===== src/design/euler_angles_to_matrix_core_macros.svh =====
// Assertion macros shared by the rotation matrix core.
// No dependencies; included by the top core file, which checks its own logic.
`ifndef EULER_ANGLES_TO_MATRIX_CORE_MACROS_SVH
`define EULER_ANGLES_TO_MATRIX_CORE_MACROS_SVH

// Same-cycle implication under reset.
`define EATM_ASSERT_NOW(label, clk, rst, ante, cons) \
   label: assert property (@(posedge clk) disable iff (rst) (ante) |-> (cons)) \
      else $error("assertion failed: same-cycle check");

// Next-cycle implication under reset.
`define EATM_ASSERT_NEXT(label, clk, rst, ante, cons) \
   label: assert property (@(posedge clk) disable iff (rst) (ante) |=> (cons)) \
      else $error("assertion failed: next-cycle check");

`endif


===== src/design/eatm_pkg.sv =====
// Package for the rotation matrix core: widths, CORDIC constants, types.
// Holds angle wrapping, saturation and output rounding helpers.
`default_nettype none
package eatm_pkg;

   localparam int COEF_BITS     = 16;
   localparam int CORDIC_STAGES = 16;

   localparam int ANG_W   = 16;
   localparam int POS_W   = 19;
   localparam int OUT_W   = 16;
   localparam int OUT_FRAC = 14;
   localparam int OUT_ONE = 16384;
   localparam int LW      = COEF_BITS + 3;     // CORDIC x/y width
   localparam int CW      = COEF_BITS + 2;     // saturated sin/cos width
   localparam int ZW      = 29;                // residual angle, deg * 2^20
   localparam int PW      = 2 * CW;            // product width
   localparam int SW      = PW + 1;            // sum width
   localparam int SH      = 2 * COEF_BITS - OUT_FRAC;
   localparam int IDX_W   = 5;
   localparam int IN_W    = 112;
   localparam int RSP_W   = 208;

   localparam logic signed [17:0] TURN_UNITS    = 18'sd23040;
   localparam logic signed [17:0] HALF_UNITS    = 18'sd11520;
   localparam logic signed [17:0] QUARTER_UNITS = 18'sd5760;
   localparam longint GAIN_Q30 = 64'd652032874;
   localparam logic signed [LW-1:0] X_START = LW'(GAIN_Q30 >> (30 - COEF_BITS));
   localparam logic signed [LW-1:0] ONE_L = LW'(longint'(1) << COEF_BITS);

   // atan(2^-i) in degrees * 2^20
   localparam logic [ZW-1:0] ATAN_TAB [0:23] = '{
      29'd47185920, 29'd27855475, 29'd14718068, 29'd7471121, 29'd3750058,
      29'd1876857, 29'd938658, 29'd469357, 29'd234682, 29'd117342, 29'd58671,
      29'd29335, 29'd14668, 29'd7334, 29'd3667, 29'd1833, 29'd917, 29'd458,
      29'd229, 29'd115, 29'd57, 29'd29, 29'd14, 29'd7
   };

   typedef struct packed {
      logic [LW-1:0] x;
      logic [LW-1:0] y;
      logic [ZW-1:0] z;
   } lane_type;

   typedef struct packed {
      logic              valid;
      lane_type [2:0]    lane;
      logic [2:0]        neg;
      logic [3*POS_W-1:0] pos;
   } pipe_type;

   typedef struct packed {
      logic     neg;
      lane_type lane;
   } start_type;

   // Wrap to [-180,180), fold beyond +-90 degrees, seed the CORDIC.
   function automatic start_type wrap_angle(input logic [ANG_W-1:0] raw);
      logic signed [17:0] a;
      start_type r;
      a = 18'($signed(raw));
      r.neg = 1'b0;
      if (a >= HALF_UNITS) a = a - TURN_UNITS;
      else if (a < -HALF_UNITS) a = a + TURN_UNITS;
      if (a > QUARTER_UNITS) begin
         a = HALF_UNITS - a;
         r.neg = 1'b1;
      end else if (a < -QUARTER_UNITS) begin
         a = -HALF_UNITS - a;
         r.neg = 1'b1;
      end
      r.lane.x = X_START;
      r.lane.y = '0;
      r.lane.z = ZW'(a) << 14;
      return r;
   endfunction

   // Clamp a CORDIC result to +-1.0 in Q(C).
   function automatic logic [CW-1:0] sat_coef(input logic [LW-1:0] v);
      logic signed [LW-1:0] s;
      s = $signed(v);
      if (s > ONE_L) s = ONE_L;
      else if (s < -ONE_L) s = -ONE_L;
      return s[CW-1:0];
   endfunction

   // Round Q(2C) to Q1.14, ties up, clamp to +-1.0.
   function automatic logic [OUT_W-1:0] entry(input logic [SW-1:0] q);
      logic signed [SW-1:0] t;
      logic signed [SW-1:0] one_w;
      one_w = SW'(OUT_ONE);
      t = $signed(q) + $signed(SW'(1) << (SH - 1));
      t = t >>> SH;
      if (t > one_w) t = one_w;
      else if (t < -one_w) t = -one_w;
      return t[OUT_W-1:0];
   endfunction

endpackage
`default_nettype wire


===== src/design/eatm_cordic_cell.sv =====
// One CORDIC rotation cell: rotates three angle lanes by one micro-angle.
// Depends on eatm_pkg; a row of these forms the sin/cos pipeline.
`default_nettype none
module eatm_cordic_cell (
   input  wire                       clock,
   input  wire                       reset,
   input  wire                       en,
   input  wire [eatm_pkg::IDX_W-1:0] idx,
   input  eatm_pkg::pipe_type        in_data,
   output eatm_pkg::pipe_type        out_data
);
   import eatm_pkg::*;

   pipe_type out_ff, out_in;

   // micro-rotation toward zero residual
   always_comb begin
      logic signed [LW-1:0] xs, ys, x, y;
      logic signed [ZW-1:0] z, at;
      out_in = in_data;
      at = $signed(ATAN_TAB[idx]);
      for (int k = 0; k < 3; k++) begin
         x = $signed(in_data.lane[k].x);
         y = $signed(in_data.lane[k].y);
         z = $signed(in_data.lane[k].z);
         xs = x >>> idx;
         ys = y >>> idx;
         if (!z[ZW-1]) begin
            out_in.lane[k].x = x - ys;
            out_in.lane[k].y = y + xs;
            out_in.lane[k].z = z - at;
         end else begin
            out_in.lane[k].x = x + ys;
            out_in.lane[k].y = y - xs;
            out_in.lane[k].z = z + at;
         end
      end
   end

   always_ff @(posedge clock) begin
      if (reset) begin
         out_ff.valid <= 1'b0;
      end else if (en) begin
         out_ff <= out_in;
      end
   end

   assign out_data = out_ff;

endmodule
`default_nettype wire


===== config.mk =====
export PLATFORM = sky130hd
export DESIGN_NAME = eatm_cordic_cell
export DESIGN_NICKNAME = d
export VERILOG_FILES = /design/src/design/euler_angles_to_matrix_core_macros.svh /design/src/design/eatm_pkg.sv /design/src/design/eatm_cordic_cell.sv
export SDC_FILE = /design/constraint.sdc
export NUM_CORES = 1
export LEC_CHECK = 0
export BUFFER_PORTS_ARGS = -buffer_cell sky130_fd_sc_hd__clkbuf_2
export CAP_MARGIN = 30
export CORE_MARGIN = 2
export CORE_UTILIZATION = 35
export DETAILED_ROUTE_END_ITERATION = 8
export HOLD_SLACK_MARGIN = 0.15
export PLACE_DENSITY = 0.51
export REMOVE_ABC_BUFFERS = 1
export SETUP_SLACK_MARGIN = 0.05
export SKIP_CTS_REPAIR_TIMING = 1
export SYNTH_ARGS = -nofsm -noshare
export SYNTH_HDL_FRONTEND = slang
export SYNTH_SLANG_ARGS = --single-unit

===== constraint.sdc =====
create_clock -name clock -period 22.4 [get_ports clock]
set_input_delay 4.48 -clock clock [delete_from_list [all_inputs] [get_ports clock]]
set_output_delay 4.48 -clock clock [all_outputs]
set_load 0.02 [all_outputs]

==> out/results.tsv <==
metric	value	unit
total negative slack	0	ns
Vias/cell	5.74	
via count	24840	
leakage	13.4	nW
largest area contributor in the netlist	edfxtp_1	
CTS root buffer	clkbuf_16	
Die Y	284	um
Die W	284	um
setup violators final	0	
Hold Path Depth	2	
Post-synth EDFFs	261	
most frequent cells after synthesis	261 x edfxtp_1, 234 x nor2_1, 219 x ha_1, 213 x a21oi_1	
max_cap viols	0	
GRT Total Usage	24.9	%
Yosys top cell area share	28.7	%
WL/cell	24.0	um
Final min period	10.80	ns
vias in the first global route	24199	
largest family of logic cells by synthesized area	compound AO/OA/AOI/OAI gates	
Initial DRT Pass Iterations	5	
Unique masters post-synth	101	
worst hold slack	0.510	ns
most common cell in the netlist	edfxtp_1	
Worst Hold Class	reg -> reg	
Overall Power	2.21	mW
DP Area	30800	um^2
Synth Area in Adders	10.7	%
cell area after layout	31900	um^2
CP startpoint	idx[3]	
RSZ-0062 raised after global routing	false	
Starting Density	35.3	%
max reg flops	262	
TritonCTS Buffers	34	
die area	80400	um^2
Compound-Gate Fraction of Synth Area	17.8	%
Worst slew margin	29.3	%
filler cell count	7691	
post-synthesis register bit count	262	
GRT Max-Usage Layer	met2	
Routed Antenna Nets	0	
NumNets Final	3754	
Slew Viols, Final	0	
share of post-route cells with drive strength above 1	24.8	%
Fmax	92.6	MHz
Final Core Density	41.2	%
Final Hold Vio Count	0	
Final Non-Filler Cells	4324	
port bufs	531	
VDD IR max	0.0470	mV
# clock sinks	262	
final setup margin	11.60	ns
DRC	0	
CTS tree	done	
placed insts	4259	
async set or reset register ratio after synthesis	0	%
Post-Synth XOR/XNOR Area	9.52	%
clk_skew	0	ns
Data arrival, critical path	11.08	ns
Worst-Margin Slew	1.06	ns
core area	77500	um^2
YS warnings	0	
IO Pins	532	
top_reg_cell synth	edfxtp_1	
post-synthesis cell count	2795	
Worst Setup Path Type	in -> reg	
met3 Use GR	3.87	%
Clock Tree Buf Depth	3	
Final HPWL DP	82100	um
largest net degree at the start of global routing	67	
FP Rows	102	
nature of the critical path startpoint	input pin	
starting DRC count in detailed routing	2233	
mapped cell area	27400	um^2
worst r2r src	out_data[261]	
dpl ws	11.24	ns
period utilization	48.2	%
Critical Path End Type	flop	
met1 global-route usage	31.6	%
Routed WL	104000	um
met2 Track Usage GR	43.9	%
Clk pin slew, worst setup/hold paths	0.06	ns
HP Start	out_data[261]	
Worst EP required	22.68	ns
simple-gate share of the synthesized area	13.6	%
H-tree depth	2	
initial antenna violation count	6	
global route total overflow	0	
Synth-to-Final Area Change	16.6	%
Crit Path Max Fanout	52	
first-pass GRT wire length	155000	um
outcome	completed	
global placement routability congestion	0.911	
mux contribution to synthesized area	15.8	%
Mean Syn Cell Area	9.79	um^2
R2R cell count	2	
synth top area cells	edfxtp_1 29%, ha_1 10%, mux4_2 9.6%, xnor2_1 6.8%, mux2i_1 4.5%	
Seq/Total Area, Yosys	28.7	%
P per Cell Area	69.1	nW/um^2
Clock Latency Late Sink	0.54	ns
-- cell usage in the layout, fill, tap and decap left out, types with 59 or more instances in the layout --
master    count
nor3_1       59
inv_1        79
mux2i_1     122
xor2_1       81
nand2_1     212
xnor2_1     212
ha_1        219
clkbuf_2    528
edfxtp_1    261
nor2_1      233
a21oi_1     213
o21ai_0     145
mux4_2      117
-- layer usage --
layer,vias up,wire length [um]
met3,136,6350
met1,12154,43300
met4,2,2630
met5,-,16
met2,1003,51500
li1,11545,-
-- where the power goes --
group / total [mW] / switching (mW) / leakage (nW) / internal [mW]
logic: 0.999 / 0.609 / 10.4 / 0.390
registers: 0.674 / 0.0245 / 2.46 / 0.649
clock network: 0.532 / 0.224 / 0.528 / 0.308
-- critical path, stage by stage --
cell and delay [ns]:
clkbuf_2 0.07, buf_4 0.54, nor2b_2 0.97, mux2i_1 0.27, nor2_1 0.05, o21ai_1 0.38
and3b_1 0.36, nand3_1 0.17, nor4_2 0.66, nand2b_1 0.22, o21ai_0 0.15, ha_1 0.37
nor3b_1 0.15, a211o_1 0.26, a31oi_1 0.40, o221ai_1 0.27, o221a_2 0.32, o41ai_1 0.46
o21ai_0 0.27, xor2_1 0.20
-- final cells by class --
cell class | count | area (um^2) | share of cell area [%]
Antenna cell | 4 | 10.0 | 0.0314
Inverter | 88 | 330 | 1.04
Tap cell | 1040 | 1300 | 4.08
Sequential cell | 262 | 7860 | 24.6
Multi-Input combinational cell | 2310 | 18500 | 57.8
Clock inverter | 21 | 156 | 0.490
Timing Repair Buffer | 560 | 2910 | 9.12
Clock buffer | 39 | 891 | 2.79
-- cells by family after synthesis --
group	count (synthesis)
and+or+nand+nor	764
AOI/OAI and AO/OA	747
adders and majority gates	228
muxes	276
DFF	262
buffers and inverters	223
xor gates and xnor gates	295
-- final timing paths --
check | endpoint | slack [ns]
min | out_data[261] | 0.51
max | out_data[86] | 11.60
max reg2reg | out_data[261] | 21.82
min reg2reg | out_data[261] | 0.51
Power figures use the tool's default switching activity.
